<file path="config.mk">
export PLATFORM = sky130hd
export DESIGN_NAME = loop_event_recorder_player
export DESIGN_NICKNAME = d
export VERILOG_FILES = /design/src/rtl/lerp_pkg.sv /design/src/rtl/loop_event_recorder_player.sv
export SDC_FILE = /design/constraint.sdc
export NUM_CORES = 1
export LEC_CHECK = 0
export ABC_CLOCK_PERIOD_IN_PS = 5350
export BUFFER_PORTS_ARGS = -buffer_cell sky130_fd_sc_hd__buf_2
export CAP_MARGIN = 20
export CORE_ASPECT_RATIO = 0.9
export CORE_UTILIZATION = 57
export DETAILED_ROUTE_END_ITERATION = 12
export GPL_TIMING_DRIVEN = 1
export PLACE_DENSITY = 0.76
export SYNTH_ARGS = -nofsm -noshare
export SYNTH_HDL_FRONTEND = slang
export SYNTH_SLANG_ARGS = --single-unit
</file>
<file path="constraint.sdc">
create_clock -name clk -period 5.35 [get_ports clk]
set_input_delay 1.07 -clock clk [delete_from_list [all_inputs] [get_ports clk]]
set_output_delay 1.07 -clock clk [all_outputs]
set_load 0.02 [all_outputs]
</file>
<file path="src/rtl/lerp_pkg.sv">
// Shared types and constants for the loop event recorder and player.
// Holds request and result codes, register indexes, reset values and the entry layout.
// No dependencies.
package lerp_pkg;

  localparam int unsigned POS_W  = 16;
  localparam int unsigned IDX8_W = 8;
  localparam int unsigned BEAT_W = 17;
  localparam int unsigned CFG_W  = 16;
  localparam int unsigned CFG_A_W = 3;

  // Request codes carried on req_type
  typedef enum logic [1:0] {
    REQ_TICK    = 2'd0,
    REQ_RECORD  = 2'd1,
    REQ_CLEAR   = 2'd2,
    REQ_RESTART = 2'd3
  } req_e_t;

  // Result kinds
  typedef enum logic [1:0] {
    KIND_EVENT  = 2'd0,
    KIND_CLICK  = 2'd1,
    KIND_ACCENT = 2'd2
  } kind_e_t;

  // Register indexes on the configuration port
  localparam logic [CFG_A_W-1:0] CFG_LOOP_LEN   = 3'd0;
  localparam logic [CFG_A_W-1:0] CFG_BEAT_LEN   = 3'd1;
  localparam logic [CFG_A_W-1:0] CFG_PLAY_EN    = 3'd2;
  localparam logic [CFG_A_W-1:0] CFG_CLICK_EN   = 3'd3;
  localparam logic [CFG_A_W-1:0] CFG_CLICK_SND  = 3'd4;
  localparam logic [CFG_A_W-1:0] CFG_ACCENT_SND = 3'd5;

  // Reset values
  localparam logic [POS_W-1:0]  LOOP_LEN_RST = 16'd2000;
  localparam logic [POS_W-1:0]  BEAT_LEN_RST = 16'd500;
  localparam logic [BEAT_W-1:0] NO_BEAT      = 17'h1FFFF;

  // One stored event
  typedef struct packed {
    logic [POS_W-1:0]  time_ms;
    logic [IDX8_W-1:0] smp;
    logic [IDX8_W-1:0] snd;
    logic              midi;
  } ev_t;

endpackage

</file>
<file path="src/rtl/loop_event_recorder_player.sv">
// Loop event recorder and player with metronome clicks, driven by millisecond ticks.
// Depends on lerp_pkg (types, codes, reset values); holds the event memory and the
// shared restoring divider used for the position wrap and the beat number.
//
// Channel  | Direction | Handshake             | Payload
// ---------+-----------+-----------------------+-----------------------------------------
// req      | in        | req_valid / req_ready | req_type, sample_index, sound_index, is_midi
// res      | out       | res_valid / res_ready | kind, sample_index_out, sound_index_out,
//          |           |                       | midi_out, last
// cfg      | in        | cfg_we                | cfg_index, cfg_data
//
// Clear and restart are done without leaving the idle state. Record, and a tick while not
// playing, run 16 steps of the shared divider to reduce the position modulo the loop length. A
// tick while playing adds 16 steps of beat division when clicks are on, then scans each stored
// event, then releases the held final event, then a pending click, and then finishes.
// Results found mid-scan do not pause the scan; a stalled result channel holds scan and flush.
// The final result may wait while the next transaction is taken. Reset is synchronous.
module loop_event_recorder_player #(
  parameter int unsigned MAX_EVENTS = 32
) (
  input  logic                              clk,
  input  logic                              rst,
  input  logic                              req_valid,
  output logic                              req_ready,
  input  logic [1:0]                        req_type,
  input  logic [lerp_pkg::IDX8_W-1:0]       sample_index,
  input  logic [lerp_pkg::IDX8_W-1:0]       sound_index,
  input  logic                              is_midi,
  output logic                              res_valid,
  input  logic                              res_ready,
  output logic [1:0]                        kind,
  output logic [lerp_pkg::IDX8_W-1:0]       sample_index_out,
  output logic [lerp_pkg::IDX8_W-1:0]       sound_index_out,
  output logic                              midi_out,
  output logic                              last,
  input  logic                              cfg_we,
  input  logic [lerp_pkg::CFG_A_W-1:0]      cfg_index,
  input  logic [lerp_pkg::CFG_W-1:0]        cfg_data
);

  localparam int unsigned IDX_W = (MAX_EVENTS > 1) ? $clog2(MAX_EVENTS) : 1;
  localparam int unsigned CNT_W = $clog2(MAX_EVENTS + 1);
  localparam int unsigned PW    = lerp_pkg::POS_W;
  localparam int unsigned DC_W  = $clog2(PW);
  localparam logic [CNT_W-1:0] MAX_CNT  = CNT_W'(MAX_EVENTS);
  localparam logic [DC_W-1:0]  DIV_LAST = DC_W'(PW - 1);

  typedef enum logic [4:0] {
    ST_IDLE  = 5'b00001,
    ST_MOD   = 5'b00010,
    ST_BEAT  = 5'b00100,
    ST_SCAN  = 5'b01000,
    ST_FLUSH = 5'b10000
  } state_t;

  // Configuration registers
  logic [PW-1:0]                   loop_length_ms;
  logic [PW-1:0]                   beat_length_ms;
  logic                            play_enable;
  logic                            click_enable;
  logic [lerp_pkg::IDX8_W-1:0]     click_sound;
  logic [lerp_pkg::IDX8_W-1:0]     accent_sound;

  // Control and working state
  state_t                          state;
  lerp_pkg::req_e_t                req_q;
  logic [lerp_pkg::IDX8_W-1:0]     smp_q;
  logic [lerp_pkg::IDX8_W-1:0]     snd_q;
  logic                            midi_q;
  logic [PW-1:0]                   loop_position;
  logic [CNT_W-1:0]                event_count;
  logic [lerp_pkg::BEAT_W-1:0]     last_beat;
  logic [PW-1:0]                   cur;
  logic                            click_pend;
  logic                            click_accent;
  logic [CNT_W-1:0]                scan_idx;
  logic                            rd_vld;
  lerp_pkg::ev_t                   rd_data;
  logic                            held_vld;
  logic [lerp_pkg::IDX8_W-1:0]     held_smp;
  logic [lerp_pkg::IDX8_W-1:0]     held_snd;
  logic                            held_midi;

  // Shared divider
  logic [PW-1:0]                   div_rem;
  logic [PW-1:0]                   div_quo;
  logic [PW-1:0]                   div_den;
  logic [DC_W-1:0]                 div_cnt;
  logic [PW:0]                     rem_sh;
  logic                            div_ge;
  logic [PW-1:0]                   rem_new;
  logic [PW-1:0]                   quo_new;
  logic                            div_done;

  // Event memory
  lerp_pkg::ev_t                   mem [MAX_EVENTS];
  logic                            wr_en;
  lerp_pkg::ev_t                   wr_data;
  logic                            rd_en;

  // Misc combinational
  logic [PW-1:0]                   len_eff;
  logic [PW-1:0]                   blen_eff;
  logic                            accept;
  logic                            slot_free;
  logic                            match;
  logic                            scan_stall;
  logic                            scan_more;
  logic [PW-1:0]                   pos_base;
  logic [PW:0]                     pos_inc;
  logic [PW-1:0]                   pos_next;
  logic                            out_load;
  lerp_pkg::kind_e_t               out_kind;
  logic [lerp_pkg::IDX8_W-1:0]     out_smp;
  logic [lerp_pkg::IDX8_W-1:0]     out_snd;
  logic                            out_midi;
  logic                            out_last;

  assign len_eff   = (loop_length_ms == '0) ? PW'(1) : loop_length_ms;
  assign blen_eff  = (beat_length_ms == '0) ? PW'(1) : beat_length_ms;
  assign req_ready = (state == ST_IDLE);
  assign accept    = req_valid && req_ready;
  assign slot_free = !res_valid || res_ready;

  // One restoring division step
  assign rem_sh   = {div_rem, div_quo[PW-1]};
  assign div_ge   = rem_sh >= {1'b0, div_den};
  assign rem_new  = div_ge ? PW'(rem_sh - {1'b0, div_den}) : rem_sh[PW-1:0];
  assign quo_new  = {div_quo[PW-2:0], div_ge};
  assign div_done = (div_cnt == DIV_LAST);

  // Position after this tick
  assign pos_base = (state == ST_MOD) ? rem_new : cur;
  assign pos_inc  = {1'b0, pos_base} + (PW+1)'(1);
  assign pos_next = (pos_inc >= {1'b0, len_eff}) ? '0 : pos_inc[PW-1:0];

  // Scan control
  assign match      = rd_vld && (rd_data.time_ms == cur);
  assign scan_stall = match && held_vld && !slot_free;
  assign scan_more  = (scan_idx < event_count);
  assign rd_en      = (state == ST_SCAN) && !scan_stall && scan_more;

  // Record write
  assign wr_en   = (state == ST_MOD) && div_done && (req_q == lerp_pkg::REQ_RECORD)
                   && (event_count < MAX_CNT);
  assign wr_data = '{time_ms: rem_new, smp: smp_q, snd: snd_q, midi: midi_q};

  // Pick what goes into the result register
  always_comb begin
    out_load = 1'b0;
    out_kind = lerp_pkg::KIND_EVENT;
    out_smp  = held_smp;
    out_snd  = held_snd;
    out_midi = held_midi;
    out_last = 1'b0;
    case (state)
      ST_SCAN: begin
        out_load = !scan_stall && match && held_vld;
      end
      ST_FLUSH: begin
        if (held_vld) begin
          out_load = slot_free;
          out_last = !click_pend;
        end else if (click_pend) begin
          out_load = slot_free;
          out_kind = click_accent ? lerp_pkg::KIND_ACCENT : lerp_pkg::KIND_CLICK;
          out_smp  = '0;
          out_snd  = click_accent ? accent_sound : click_sound;
          out_midi = 1'b0;
          out_last = 1'b1;
        end
      end
      default: begin
        out_load = 1'b0;
      end
    endcase
  end

  // Hold the result until taken
  always_ff @(posedge clk) begin
    if (rst) begin
      res_valid <= 1'b0;
    end else if (out_load) begin
      res_valid <= 1'b1;
    end else if (res_ready) begin
      res_valid <= 1'b0;
    end
  end

  always_ff @(posedge clk) begin
    if (out_load) begin
      kind             <= out_kind;
      sample_index_out <= out_smp;
      sound_index_out  <= out_snd;
      midi_out         <= out_midi;
      last             <= out_last;
    end
  end

  // Event memory: one write port, one registered read port
  always_ff @(posedge clk) begin
    if (wr_en) begin
      mem[event_count[IDX_W-1:0]] <= wr_data;
    end
  end

  always_ff @(posedge clk) begin
    if (rd_en) begin
      rd_data <= mem[scan_idx[IDX_W-1:0]];
    end
  end

  // Configuration writes
  always_ff @(posedge clk) begin
    if (rst) begin
      loop_length_ms <= lerp_pkg::LOOP_LEN_RST;
      beat_length_ms <= lerp_pkg::BEAT_LEN_RST;
      play_enable    <= 1'b0;
      click_enable   <= 1'b0;
      click_sound    <= '0;
      accent_sound   <= '0;
    end else if (cfg_we) begin
      case (cfg_index)
        lerp_pkg::CFG_LOOP_LEN:   loop_length_ms <= cfg_data;
        lerp_pkg::CFG_BEAT_LEN:   beat_length_ms <= cfg_data;
        lerp_pkg::CFG_PLAY_EN:    play_enable    <= cfg_data[0];
        lerp_pkg::CFG_CLICK_EN:   click_enable   <= cfg_data[0];
        lerp_pkg::CFG_CLICK_SND:  click_sound    <= cfg_data[lerp_pkg::IDX8_W-1:0];
        lerp_pkg::CFG_ACCENT_SND: accent_sound   <= cfg_data[lerp_pkg::IDX8_W-1:0];
        default: ;
      endcase
    end
  end

  // Latch the request payload
  always_ff @(posedge clk) begin
    if (accept) begin
      req_q  <= lerp_pkg::req_e_t'(req_type);
      smp_q  <= sample_index;
      snd_q  <= sound_index;
      midi_q <= is_midi;
    end
  end

  // Shared divider datapath
  always_ff @(posedge clk) begin
    if (accept) begin
      div_rem <= '0;
      div_quo <= loop_position;
      div_den <= len_eff;
      div_cnt <= '0;
    end else if ((state == ST_MOD) && div_done) begin
      div_rem <= '0;
      div_quo <= rem_new;
      div_den <= blen_eff;
      div_cnt <= '0;
    end else if ((state == ST_MOD) || (state == ST_BEAT)) begin
      div_rem <= rem_new;
      div_quo <= quo_new;
      div_cnt <= div_cnt + DC_W'(1);
    end
  end

  // Held match: released when the next match arrives or at the end of the scan
  always_ff @(posedge clk) begin
    if ((state == ST_SCAN) && !scan_stall && match) begin
      held_smp  <= rd_data.smp;
      held_snd  <= rd_data.snd;
      held_midi <= rd_data.midi;
    end
  end

  // Sequencer
  always_ff @(posedge clk) begin
    if (rst) begin
      state         <= ST_IDLE;
      loop_position <= '0;
      event_count   <= '0;
      last_beat     <= lerp_pkg::NO_BEAT;
      cur           <= '0;
      click_pend    <= 1'b0;
      click_accent  <= 1'b0;
      scan_idx      <= '0;
      rd_vld        <= 1'b0;
      held_vld      <= 1'b0;
    end else begin
      case (state)
        ST_IDLE: begin
          if (accept) begin
            if (req_type == lerp_pkg::REQ_CLEAR) begin
              event_count <= '0;
            end else if (req_type == lerp_pkg::REQ_RESTART) begin
              loop_position <= '0;
            end else begin
              state <= ST_MOD;
            end
          end
        end
        ST_MOD: begin
          if (div_done) begin
            cur        <= rem_new;
            scan_idx   <= '0;
            rd_vld     <= 1'b0;
            held_vld   <= 1'b0;
            click_pend <= 1'b0;
            if (req_q == lerp_pkg::REQ_RECORD) begin
              if (event_count < MAX_CNT) begin
                event_count <= event_count + CNT_W'(1);
              end
              state <= ST_IDLE;
            end else if (!play_enable) begin
              loop_position <= pos_next;
              state         <= ST_IDLE;
            end else if (click_enable) begin
              state <= ST_BEAT;
            end else begin
              state <= ST_SCAN;
            end
          end
        end
        ST_BEAT: begin
          // Click only when the beat number moves on
          if (div_done) begin
            if ({1'b0, quo_new} != last_beat) begin
              last_beat    <= {1'b0, quo_new};
              click_pend   <= 1'b1;
              click_accent <= (quo_new[1:0] == 2'b00);
            end
            state <= ST_SCAN;
          end
        end
        ST_SCAN: begin
          if (!scan_stall) begin
            if (match) begin
              held_vld <= 1'b1;
            end
            if (scan_more) begin
              scan_idx <= scan_idx + CNT_W'(1);
              rd_vld   <= 1'b1;
            end else begin
              rd_vld <= 1'b0;
              state  <= ST_FLUSH;
            end
          end
        end
        ST_FLUSH: begin
          if (held_vld) begin
            if (slot_free) begin
              held_vld <= 1'b0;
            end
          end else if (click_pend) begin
            if (slot_free) begin
              click_pend <= 1'b0;
            end
          end else begin
            loop_position <= pos_next;
            state         <= ST_IDLE;
          end
        end
        default: begin
          state <= ST_IDLE;
        end
      endcase
    end
  end

endmodule

</file>
==> results.yml <==
drt:
  wl_met2_um: 66300
  top_layer_used: "met5"
  drt-initial-drc-count: 3735
  ant_nets: 0
  route.detailed.drc: 0
  met1_length_um: 50600
  viasPerCell: 6.59
  drt-pass1-iter-count: 8
  wl_um: 136000
  post_drt_wl_per_cell_um: 31.3
  met3_length_um: 13500
  vias: 28600
critical_path:
  required_ns: 5.97
  crit_type: "reg -> reg"
  cp_max_fo: 7
  crit_chain: "inv_1 -> ha_1 -> nand4_1 -> nor4_4 -> a211oi_4 -> o211ai_4 -> buf_4 -> mux2i_2 -> o21ai_0 -> xnor2_1 -> mux2i_1 -> ha_1 -> o21a_1 -> o21a_1 -> o21a_1 -> o21ai_0 -> a2111oi_0 -> buf_4 -> a311oi_1 -> nand2_1 -> o31ai_1"
  cp_slowest_cell: "ha_1"
  cp-start-kind: "flip-flop"
  rrSetupSlack_ns: 0.30
  worstPathArrival_ns: 5.68
  crit_path_end_kind: "flip-flop"
  r2r_start: "div_den[6]"
  crit_top_cell: "o21a_1"
  critPathMaxStageDelay_ns: 0.41
  r2r_end: "loop_position[13]"
  r2r_cells: 21
floorplan:
  die_y_um: 290
  core_area_um2: 91300
  die_area_um2: 93500
  io_pins: 65
  initial_core_util: 0.576
  dieWidth_um: 322
  rows: 105
min_path:
  hp-class: "reg -> reg"
  hold_depth: 0
  holdPathEnd: "held_smp[6]"
  holdCritStartpoint: "rd_data[15]"
clock_network:
  clock-sinks: 1318
  numCtsBuffers: 121
  clk_pin_slew_ns: 0.07
  worstSkewPairLatency_ns: 0.71
  cts_tree: "done"
  root_buffer: "clkbuf_16"
  htreeDepth: 3
  cts_buffer_depth: 3
  cts_hold_buffers: 0
sta:
  timing.fmax_mhz: 198
  post-route-period-util: 0.944
  fin_skew_ns: 0.0388
  fin_crit_ns: 5.05
  max_slew_margin: 0.212
  setup_viol: 0
  rsz0062_at_grt: "no"
  setup-tns-final_ns: 0
  finalMaxSlewViolations: 0
  tightest_slew_ns: 1.18
  hold_viol: 0
pwr:
  irDropWorstVdd_v: 0.000416
  total_power_mw: 26.1
  p_leak_nw: 18.8
  cellPowerDensity_nw_per_um2: 441
placed_design:
  place_inst: 4103
  port_buffers: 64
  hpwlAfterDp_um: 74900
  gp_congestion: 0.940
  dpl_cell_area_um2: 55200
outcome:
  outcome: "completed"
global_route:
  grt_max_degree: 146
  antenna_found_initial: 3
  grt_pass1_wl_um: 197000
  grt_usage: 0.295
  grt_overflow: 0
  grt_pass1_vias: 29000
synth:
  yosys.area.top_type: "edfxtp_1"
  synth.avg_cell_area_um2: 18.5
  synth.cells.most_frequent: "edfxtp_1, mux4_2, nand2_1, dfxtp_1, nor2_1"
  synthCells: 2840
  synth_area_leaders: "edfxtp_1, mux4_2, dfxtp_1"
  synth_top_area_frac: 0.672
  synth_cell_types: 80
  synth_seq_area_share: 0.726
  ys.flop_type: "edfxtp_1"
  async_reset_ff_frac: 0
  syn_area_um2: 52600
  post-synth-top-count-cell: "edfxtp_1"
  synth_seq_cells: 1318
  yosys_warnings: 0
  synth-edff-count: 1177
  synth_fp_nets: 2928
layout:
  fin_area_um2: 59200
  area_growth_pct: 12.7
  fin_cells: 4338
  drive_gt1_frac: 0.263
  nets: 3091
flow_run:
  drv_cap: 0
## state kept, by name, indices dropped and copies added, names as in the netlist, 4 cells and up
register	flops
scan_idx	6
div_den	16
div_rem	16
state	5
snd_q	8
mem	1056
smp_q	8
accent_sound	8
click_sound	8
held_smp	8
held_snd	8
sample_index_out	8
cur	16
loop_length_ms	16
event_count	6
rd_data	33
last_beat	17
sound_index_out	8
beat_length_ms	16
div_cnt	4
div_quo	16
loop_position	16
## layout by cell type, fill, tap and decap left out, drive strengths merged, types with 72 or more instances in the layout
| master | n |
|---|---|
| a21oi | 79 |
| buf | 182 |
| clkbuf | 138 |
| dfxtp | 141 |
| edfxtp | 1177 |
| inv | 73 |
| mux4 | 330 |
| nand2 | 211 |
| nor2 | 133 |
| o21ai | 72 |
## cell families (layout without fill, tap and decap cells)
family,after synthesis,after routing,share of synthesized area
DFF,1318,1318,0.726
and+or+nand+nor,514,514,0.0451
muxes,405,405,0.157
AOI/OAI and AO/OA,285,286,0.0358
buffers and inverters,208,474,0.0152
xor gates and xnor gates,65,65,0.0108
adders and majority gates,45,45,0.0108
other,0,1,0
## per-stage QoR
step / worst slack, ns / util / hold WS, ns
detailed placement: 0.0697 / 0.604 / 0.405
finish: 0.298 / 0.649 / 0.419
floorplan: 0.202 / - / 0.400
global placement: 0.192 / 0.604 / 0.405
global route: 0.00994 / 0.649 / 0.428
CTS: 0.0834 / 0.647 / 0.421
## repair_timing
action / CTS / global route
resized for setup: 0 / 19
buffers inserted: 0 / 5
setup endpoints to repair: 0 / 16
## metal layers
metal | global-route usage | vias to the layer above
li1 | - | 11700
met1 | 0.406 | 14800
met2 | 0.475 | 1733
met3 | 0.0523 | 314
met4 | 0.111 | 8
met5 | 0 | -
## final cells by class
| class | count | area, um^2 |
|---|---|---|
| Multi-Input combinational cell | 1315 | 14000 |
| Inverter | 65 | 244 |
| Clock buffer | 138 | 3130 |
| Tap cell | 1230 | 1540 |
| Antenna cell | 1 | 2.50 |
| Timing Repair Buffer | 182 | 1350 |
| Sequential cell | 1318 | 38200 |
| Fill cell | 5920 | 32100 |
| Clock inverter | 89 | 808 |
## worst max-delay path: cells and delay by family (launching register included)
family                   cells  cell delay, ns
adder cells (fa/ha/maj)      2            0.72
multiplexers                 2            0.69
XOR/XNOR                     1            0.16
AO/OA/AOI/OAI               10            2.02
flip-flops                   1            0.33
AND/OR/NAND/NOR              3            0.69
buffers and inverters        3            0.39
## power breakdown
part	internal [mW]	leakage (nW)	switching, mW
Sequential	13.1	11.8	0.425
Combinational	1.04	5.04	2.99
Clock	4.75	1.92	3.84
Total	18.9	18.8	7.25
## worst max path at each step
stage | start | end | slack, ns | cells past startpoint
2_1_floorplan | div_den[1] | loop_position[9] | 0.20 | 25
3_3_place_gp | div_den[1] | loop_position[5] | 0.19 | 24
3_5_place_dp | div_rem[6] | loop_position[13] | 0.07 | 22
4_1_cts | div_rem[6] | loop_position[13] | 0.08 | 22
5_1_grt | div_rem[3] | loop_position[9] | 0.01 | 24
6_report | div_den[6] | loop_position[13] | 0.30 | 21
No activity file was read; power rests on OpenSTA's default activity.
